$ cat src/rtl/tcp_option_parser_core_defines.svh
// Assertion macros shared by the TCP option parser RTL.
// No dependencies; included by files that carry concurrent checks.
`ifndef TCP_OPTION_PARSER_CORE_DEFINES_SVH
`define TCP_OPTION_PARSER_CORE_DEFINES_SVH

// antecedent implies consequent in the same cycle
`define TCPOP_ASSERT_SAME(label, clk, rst_n, ante, cons) \
  label: assert property (@(posedge clk) disable iff (!rst_n) (ante) |-> (cons)) \
    else $error("tcpop check failed");

// antecedent implies consequent in the next cycle
`define TCPOP_ASSERT_NEXT(label, clk, rst_n, ante, cons) \
  label: assert property (@(posedge clk) disable iff (!rst_n) (ante) |=> (cons)) \
    else $error("tcpop check failed");

`endif

$ cat src/rtl/tcpop_pkg.sv
// Package for the TCP option parser: option kinds, stop codes, parse state
// and result types. No dependencies.
package tcpop_pkg;

  localparam logic [7:0] KIND_END    = 8'd0;
  localparam logic [7:0] KIND_NOP    = 8'd1;
  localparam logic [7:0] KIND_MSS    = 8'd2;
  localparam logic [7:0] KIND_WSCALE = 8'd3;
  localparam logic [7:0] KIND_SACKOK = 8'd4;
  localparam logic [7:0] KIND_TS     = 8'd8;

  localparam logic [7:0]  MIN_OPT_LEN = 8'd2;
  localparam logic [15:0] TS_RESERVE  = 16'd12;

  localparam int IN_W  = 40;
  localparam int RES_W = 110;
  localparam int OUT_W = 112;

  typedef enum logic [1:0] {
    STOP_EXHAUSTED = 2'd0,
    STOP_END       = 2'd1,
    STOP_BAD       = 2'd2
  } stop_t;

  typedef enum logic [1:0] {
    PH_KIND = 2'd0,
    PH_LEN  = 2'd1,
    PH_DATA = 2'd2,
    PH_STOP = 2'd3
  } phase_t;

  typedef struct packed {
    phase_t      phase;
    logic [7:0]  kind;
    logic [7:0]  left;
    logic [2:0]  idx;
    logic [31:0] shift;
    stop_t       stop;
    logic        mss_seen;
    logic [15:0] mss_value;
    logic        wscale_seen;
    logic [7:0]  wscale_value;
    logic        sack_ok;
    logic        ts_seen;
    logic [31:0] ts_val;
    logic [31:0] ts_time;
  } parse_st_t;

  localparam parse_st_t PARSE_RST = '{
    phase: PH_KIND, kind: '0, left: '0, idx: '0, shift: '0, stop: STOP_EXHAUSTED,
    mss_seen: 1'b0, mss_value: '0, wscale_seen: 1'b0, wscale_value: '0,
    sack_ok: 1'b0, ts_seen: 1'b0, ts_val: '0, ts_time: '0
  };

  // lowest field last
  typedef struct packed {
    stop_t       stop_status;
    logic [31:0] ts_update_time;
    logic [31:0] ts_recent_value;
    logic        ts_seen;
    logic        sack_ok;
    logic [7:0]  wscale_value;
    logic        wscale_seen;
    logic [15:0] eff_mss_value;
    logic [15:0] mss_value;
    logic        mss_seen;
  } result_t;

endpackage

$ cat src/rtl/tcpop_step.sv
// One byte step of the option parser: next parse state and the result view.
// Depends on tcpop_pkg.
module tcpop_step (
  input  tcpop_pkg::parse_st_t st,
  input  logic [7:0]           opt_byte,
  input  logic [31:0]          now_ts,
  input  logic                 ts_enabled,
  output tcpop_pkg::parse_st_t st_nxt,
  output tcpop_pkg::result_t   res
);

  logic commit;

  always_comb begin
    st_nxt = st;
    commit = 1'b0;
    unique case (st.phase)
      tcpop_pkg::PH_KIND: begin
        if (opt_byte == tcpop_pkg::KIND_END) begin
          st_nxt.stop  = tcpop_pkg::STOP_END;
          st_nxt.phase = tcpop_pkg::PH_STOP;
        end else if (opt_byte != tcpop_pkg::KIND_NOP) begin
          st_nxt.kind  = opt_byte;
          st_nxt.phase = tcpop_pkg::PH_LEN;
        end
      end
      tcpop_pkg::PH_LEN: begin
        if (opt_byte < tcpop_pkg::MIN_OPT_LEN) begin
          st_nxt.stop  = tcpop_pkg::STOP_BAD;
          st_nxt.phase = tcpop_pkg::PH_STOP;
        end else begin
          st_nxt.left  = opt_byte - tcpop_pkg::MIN_OPT_LEN;
          st_nxt.idx   = '0;
          st_nxt.shift = '0;
          if (opt_byte == tcpop_pkg::MIN_OPT_LEN) begin
            commit = 1'b1;
          end else begin
            st_nxt.phase = tcpop_pkg::PH_DATA;
          end
        end
      end
      tcpop_pkg::PH_DATA: begin
        if (st.idx < 3'd4) begin
          st_nxt.shift = {st.shift[23:0], opt_byte};
          st_nxt.idx   = st.idx + 3'd1;
        end
        st_nxt.left = st.left - 8'd1;
        if (st.left == 8'd1) begin
          commit = 1'b1;
        end
      end
      default: ;
    endcase

    if (commit) begin
      st_nxt.phase = tcpop_pkg::PH_KIND;
      case (st_nxt.kind)
        tcpop_pkg::KIND_MSS: begin
          if (st_nxt.idx >= 3'd2) begin
            st_nxt.mss_seen = 1'b1;
            case (st_nxt.idx)
              3'd2:    st_nxt.mss_value = st_nxt.shift[15:0];
              3'd3:    st_nxt.mss_value = st_nxt.shift[23:8];
              default: st_nxt.mss_value = st_nxt.shift[31:16];
            endcase
          end
        end
        tcpop_pkg::KIND_WSCALE: begin
          if (st_nxt.idx >= 3'd1) begin
            st_nxt.wscale_seen = 1'b1;
            case (st_nxt.idx)
              3'd1:    st_nxt.wscale_value = st_nxt.shift[7:0];
              3'd2:    st_nxt.wscale_value = st_nxt.shift[15:8];
              3'd3:    st_nxt.wscale_value = st_nxt.shift[23:16];
              default: st_nxt.wscale_value = st_nxt.shift[31:24];
            endcase
          end
        end
        tcpop_pkg::KIND_SACKOK: st_nxt.sack_ok = 1'b1;
        tcpop_pkg::KIND_TS: begin
          if (st_nxt.idx >= 3'd4) begin
            st_nxt.ts_seen = 1'b1;
            st_nxt.ts_val  = st_nxt.shift;
            st_nxt.ts_time = now_ts;
          end
        end
        default: ;
      endcase
    end
  end

  always_comb begin
    res.mss_seen        = st_nxt.mss_seen;
    res.mss_value       = st_nxt.mss_value;
    if (!ts_enabled) begin
      res.eff_mss_value = st_nxt.mss_value;
    end else if (st_nxt.mss_value >= tcpop_pkg::TS_RESERVE) begin
      res.eff_mss_value = st_nxt.mss_value - tcpop_pkg::TS_RESERVE;
    end else begin
      res.eff_mss_value = '0;
    end
    res.wscale_seen     = st_nxt.wscale_seen;
    res.wscale_value    = st_nxt.wscale_value;
    res.sack_ok         = st_nxt.sack_ok;
    res.ts_seen         = st_nxt.ts_seen;
    res.ts_recent_value = st_nxt.ts_val;
    res.ts_update_time  = st_nxt.ts_time;
    unique case (st_nxt.phase)
      tcpop_pkg::PH_KIND: res.stop_status = tcpop_pkg::STOP_EXHAUSTED;
      tcpop_pkg::PH_STOP: res.stop_status = st_nxt.stop;
      default:            res.stop_status = tcpop_pkg::STOP_BAD;
    endcase
  end

endmodule

$ cat src/rtl/tcpop_obuf.sv
// Two-entry result buffer: output register plus skid register.
// Depends on tcpop_pkg.
module tcpop_obuf (
  input  logic                clk,
  input  logic                rst_n,
  input  logic                push,
  input  tcpop_pkg::result_t  push_data,
  output logic                full,
  output logic                out_vld,
  output tcpop_pkg::result_t  out_data,
  input  logic                out_rdy
);

  logic               out_vld_r, skid_vld_r;
  tcpop_pkg::result_t out_r, skid_r;
  logic               pop;

  assign pop      = out_vld_r && out_rdy;
  assign full     = skid_vld_r;
  assign out_vld  = out_vld_r;
  assign out_data = out_r;

  always_ff @(posedge clk) begin
    if (!rst_n) begin
      out_vld_r  <= 1'b0;
      skid_vld_r <= 1'b0;
    end else if (!out_vld_r || pop) begin
      if (skid_vld_r) begin
        out_r      <= skid_r;
        out_vld_r  <= 1'b1;
        skid_vld_r <= push;
        skid_r     <= push_data;
      end else begin
        out_vld_r  <= push;
        out_r      <= push_data;
      end
    end else if (push) begin
      skid_r     <= push_data;
      skid_vld_r <= 1'b1;
    end
  end

endmodule

$ cat src/rtl/tcp_option_parser_core.sv
// TCP option area parser, one option byte per request, one summary request
// per segment on the byte marked tlast. Takes a byte every clock cycle while
// in_tready is high; the parse state register is updated by a single short
// step, and the summary for a segment enters the output buffer when its last
// byte is accepted. A two-entry output buffer lets bytes keep flowing while a
// summary waits; in_tready only drops when both entries hold summaries.
// Depends on tcpop_pkg, tcpop_step, tcpop_obuf and the defines header.
`include "tcp_option_parser_core_defines.svh"

module tcp_option_parser_core (
  input  logic                        clk,
  input  logic                        rst_n,
  input  logic                        cfg_wr_en,
  input  logic                        cfg_wr_data,  // ts_enabled
  input  logic                        in_tvalid,
  output logic                        in_tready,
  input  logic [tcpop_pkg::IN_W-1:0]  in_tdata,     // opt_byte, now_ts
  input  logic                        in_tlast,     // last_byte
  output logic                        out_tvalid,
  input  logic                        out_tready,
  // mss_seen, mss_value, eff_mss_value, wscale_seen, wscale_value, sack_ok,
  // ts_seen, ts_recent_value, ts_update_time, stop_status, 2 zero bits
  output logic [tcpop_pkg::OUT_W-1:0] out_tdata
);

  logic                 ts_enabled_r;
  tcpop_pkg::parse_st_t st_r, st_nxt;
  tcpop_pkg::result_t   res, out_res;
  logic                 in_acc, buf_full;

  assign in_acc    = in_tvalid && in_tready;
  assign in_tready = !buf_full;

  tcpop_step u_step (
    .st         (st_r),
    .opt_byte   (in_tdata[7:0]),
    .now_ts     (in_tdata[39:8]),
    .ts_enabled (ts_enabled_r),
    .st_nxt     (st_nxt),
    .res        (res)
  );

  tcpop_obuf u_obuf (
    .clk       (clk),
    .rst_n     (rst_n),
    .push      (in_acc && in_tlast),
    .push_data (res),
    .full      (buf_full),
    .out_vld   (out_tvalid),
    .out_data  (out_res),
    .out_rdy   (out_tready)
  );

  assign out_tdata = {{(tcpop_pkg::OUT_W - tcpop_pkg::RES_W){1'b0}}, out_res};

  always_ff @(posedge clk) begin
    if (!rst_n) begin
      ts_enabled_r <= 1'b1;
      st_r         <= tcpop_pkg::PARSE_RST;
    end else begin
      if (cfg_wr_en) begin
        ts_enabled_r <= cfg_wr_data;
      end
      if (in_acc) begin
        st_r <= in_tlast ? tcpop_pkg::PARSE_RST : st_nxt;
      end
    end
  end

  `TCPOP_ASSERT_NEXT(a_last_gives_out, clk, rst_n,
    in_acc && in_tlast && !out_tvalid, out_tvalid)
  `TCPOP_ASSERT_SAME(a_stop_legal, clk, rst_n, out_tvalid, out_tdata[109:108] != 2'd3)
  `TCPOP_ASSERT_SAME(a_mss_zero, clk, rst_n, out_tvalid && !out_tdata[0],
    out_tdata[32:1] == 32'd0)
  `TCPOP_ASSERT_SAME(a_full_has_out, clk, rst_n, !in_tready, out_tvalid)

endmodule

$ cat config.mk
export PLATFORM = sky130hd
export DESIGN_NAME = tcp_option_parser_core
export DESIGN_NICKNAME = d
export VERILOG_FILES = /design/src/rtl/tcpop_pkg.sv /design/src/rtl/tcpop_step.sv /design/src/rtl/tcpop_obuf.sv /design/src/rtl/tcp_option_parser_core.sv
export VERILOG_INCLUDE_DIRS = /design/src /design/src/rtl
export SDC_FILE = /design/constraint.sdc
export NUM_CORES = 1
export LEC_CHECK = 0
export ABC_AREA = 1
export BUFFER_PORTS_ARGS = -buffer_cell sky130_fd_sc_hd__buf_2
export CORE_ASPECT_RATIO = 1.25
export CORE_MARGIN = 10
export CORE_UTILIZATION = 41
export CTS_BUF_LIST = sky130_fd_sc_hd__clkbuf_4
export DETAILED_ROUTE_END_ITERATION = 10
export SLEW_MARGIN = 20
export SYNTH_ARGS = -nofsm -noshare
export SYNTH_HDL_FRONTEND = slang
export SYNTH_HIERARCHICAL = 1
export SYNTH_SLANG_ARGS = --single-unit
export TNS_END_PERCENT = 50
$ cat constraint.sdc
create_clock -name clk -period 7.7 [get_ports clk]
set_input_delay 1.54 -clock clk [delete_from_list [all_inputs] [get_ports clk]]
set_output_delay 1.54 -clock clk [all_outputs]
set_load 0.05 [all_outputs]
==> flow_summary.toml <==
[clock_tree]
cts_resized = 0
post_cts_buffers = 0
clock_latency_ps = 800
clk_path_buf_depth = 3
h-tree-depth = 3
cts_tree = "yes"
cts_made_buffers = 94
cts-hold-fix-buffers = 0
clkSlewWorstSetupHoldPaths_ps = 60
root_buffer = "clkbuf_4"
cts.sinks = 370

[yosys]
syn_inst = 2412
synth_top_family_by_area = "simple AND/OR/NAND/NOR gates"
ys_ff_latch = 370
synth-xor-area-share_pct = 0.371
yosys.area.top_type = "edfxtp_1"
synth_simple_gate_area_share_pct = 28.2
synth_edf_count = 220
avgSynthCellArea_um2 = 7.83
synthTopCellsByArea = "edfxtp_1, nand2_1, dfxtp_1"
ys.flop_type = "edfxtp_1"
synthAdderAreaFrac_pct = 0.530
synthArstFlopShare_pct = 0
ys_types = 53
synth_top_area_share_pct = 35.0
synth.most_common_cell = "nand2_1"
muxShareOfSynthArea_pct = 0.795
synth.top_cells.by_count = "nand2_1, nor2_1, edfxtp_1"
yosysSeqAreaShare_pct = 50.9
synth_warnings = 6
netlist_area_um2 = 18900
synth_compound_area_share_pct = 7.06

[sta]
tns_ps = 0
finalCritPeriodShare_pct = 58.6
rsz0062_at_grt = "no"
tightest_slew_ps = 1090
timing.hold.ws_ps = 487
final-setup-viol-count = 0
fmax_ghz = 0.222
slew_viol_final = 0
hold_viol_final = 0
slew_headroom_pct = 27.6
worst_clock_skew_ps = 63.7
period_needed_ps = 4510

[critical_path]
cp_data_arrival_time_ps = 5050
required_ps = 8240
cp_max_fo = 16
worst-setup-path-type = "reg -> reg"
cp-end-kind = "flop"
crit_path_start_kind = "flop"

[cells_and_area]
drive_gt1_share_pct = 16.2
nNetsFinal = 2524
area_delta_synth_final_pct = 7.99

[grt]
antenna_found_initial = 2
grt_first_pass_wirelength_mm = 79.8
grt_pass1_vias = 14400
overflow = 0
grt_usage_pct = 18.1
grt_start_max_net_pins = 167

[die]
num_io_pins = 161
die_h_um = 260
std_cell_rows = 87
die_area_um2 = 55100
core-area_um2 = 45400
start_util_pct = 41.6
die_w_um = 212

[detailed_routing]
drc = 0
drt-vias-per-instance = 4.89
ant_nets = 0
firstDrtPassIters = 6
wl_per_cell_um = 16.2
drt_wl_total_mm = 50.6
route.vias.total = 15300
first_iter_violations = 1123

[run]
drv_cap = 0

[hold_path]
hold_path_class = "reg -> reg"

[power_and_ir_drop]
powerDensity_nw_per_um2 = 231
peakVddDrop_v = 0.0000758
p_leak_nw = 9.55

[placement]
hpwl_mm = 32.8
place_congestion = 0.931
port_buffers = 158

[run_status]
status = "finished clean"
cell type report:
class,count,area [um2]
Fill cell,4537,25000
Multi-Input combinational cell,1602,7030
Antenna cell,2,5.00
Timing Repair Buffer,174,938
Clock inverter,27,115
Tap cell,578,723
Sequential cell,370,9610
Inverter,227,856
Clock buffer,149,1120
routing by layer:
| metal | GRT usage (%) | up-vias | part of all wire (%) | wire length (um) |
|---|---|---|---|---|
| li1 | - | 7676 | - | - |
| met1 | 22.3 | 7085 | 42 | 21300 |
| met2 | 30.2 | 422 | 49 | 24800 |
| met3 | 2.90 | 105 | 5.5 | 2770 |
| met4 | 9.10 | 0 | 3.6 | 1830 |
| met5 | 0 | - | 0 | 0 |
through the flow:
step | setup slack [ps] | utilization, % | power [mW] | cell area [um2] | cells
floorplan | 351 | - | 2.91 | 18900 | 2413
global placement | 2500 | 42.2 | 3.05 | 19100 | 2950
detailed placement | 2480 | 42.2 | 3.06 | 19200 | 2951
CTS | 3190 | 44.9 | 4.77 | 20400 | 3127
global route | 2800 | 44.9 | 4.96 | 20400 | 3129
finish | 3190 | 44.9 | 4.71 | 20400 | 3129
final timing paths:
check	startpoint	end	slack (ps)	cells past startpoint
setup reg to reg	st_r[145]	u_obuf/out_data[21]	3190	24
setup / recovery	st_r[145]	u_obuf/out_data[21]	3190	24
hold / removal	st_r[19]	st_r[19]	490	2
hold reg to reg	st_r[19]	st_r[19]	490	2
cell usage in the layout, fill, tap and decap left out, drive strengths merged:
cell type,count
o21ai,38
a41oi,1
conb,2
o221ai,2
and3,7
xnor2,2
a21o,1
a41o,1
a31oi,11
nand2,1031
nand4,8
buf,174
clkbuf,149
inv,227
nand3,39
nor4,2
dfxtp,150
o22ai,8
edfxtp,220
a21oi,128
diode,2
ha,8
a211oi,1
a22o,2
clkinv,25
a22oi,17
xor2,6
a32oi,2
or2,5
o31ai,1
nor3,3
o211ai,15
clkinvlp,2
a21boi,2
mux2i,15
nor2,244
kinds of logic after synthesis:
| group | count (synthesis) |
|---|---|
| adders and majority gates | 8 |
| xor gates and xnor gates | 8 |
| other | 1 |
| DFF | 370 |
| and+or+nand+nor | 1339 |
| AOI/OAI and AO/OA | 230 |
| muxes | 15 |
| buffers and inverters | 441 |
report_power, final:
group	internal [mW]	switching, mW
registers	2.22	0.0514
logic	0.184	0.554
clock network	0.879	0.821
worst max-delay path, stage by stage (launching register included):
cell and delay [ps]:
dfxtp_1 320, inv_1 100, ha_1 610, inv_2 250
nor2_1 160, nand3_1 130, nand2_1 100, nand2_1 150
nor2_2 220, nand2_2 120, inv_2 70, nand3_2 250
nor2_2 240, nor2_4 80, ha_1 210, inv_1 70
nand3_1 70, nor2_1 110, nand2_2 110, nor2_8 140
nand3_4 100, nor2_4 350, a21oi_1 120, nand2_1 100
nand2_1 60
registers in the layout (all words and copies together) (netlist names):
name and flops:
u_obuf/skid_r 110, ts_enabled_r 1, u_obuf/full 1, st_r 147, u_obuf/out_vld 1, u_obuf/out_data 110
No activity file was read; power rests on OpenSTA's default activity.
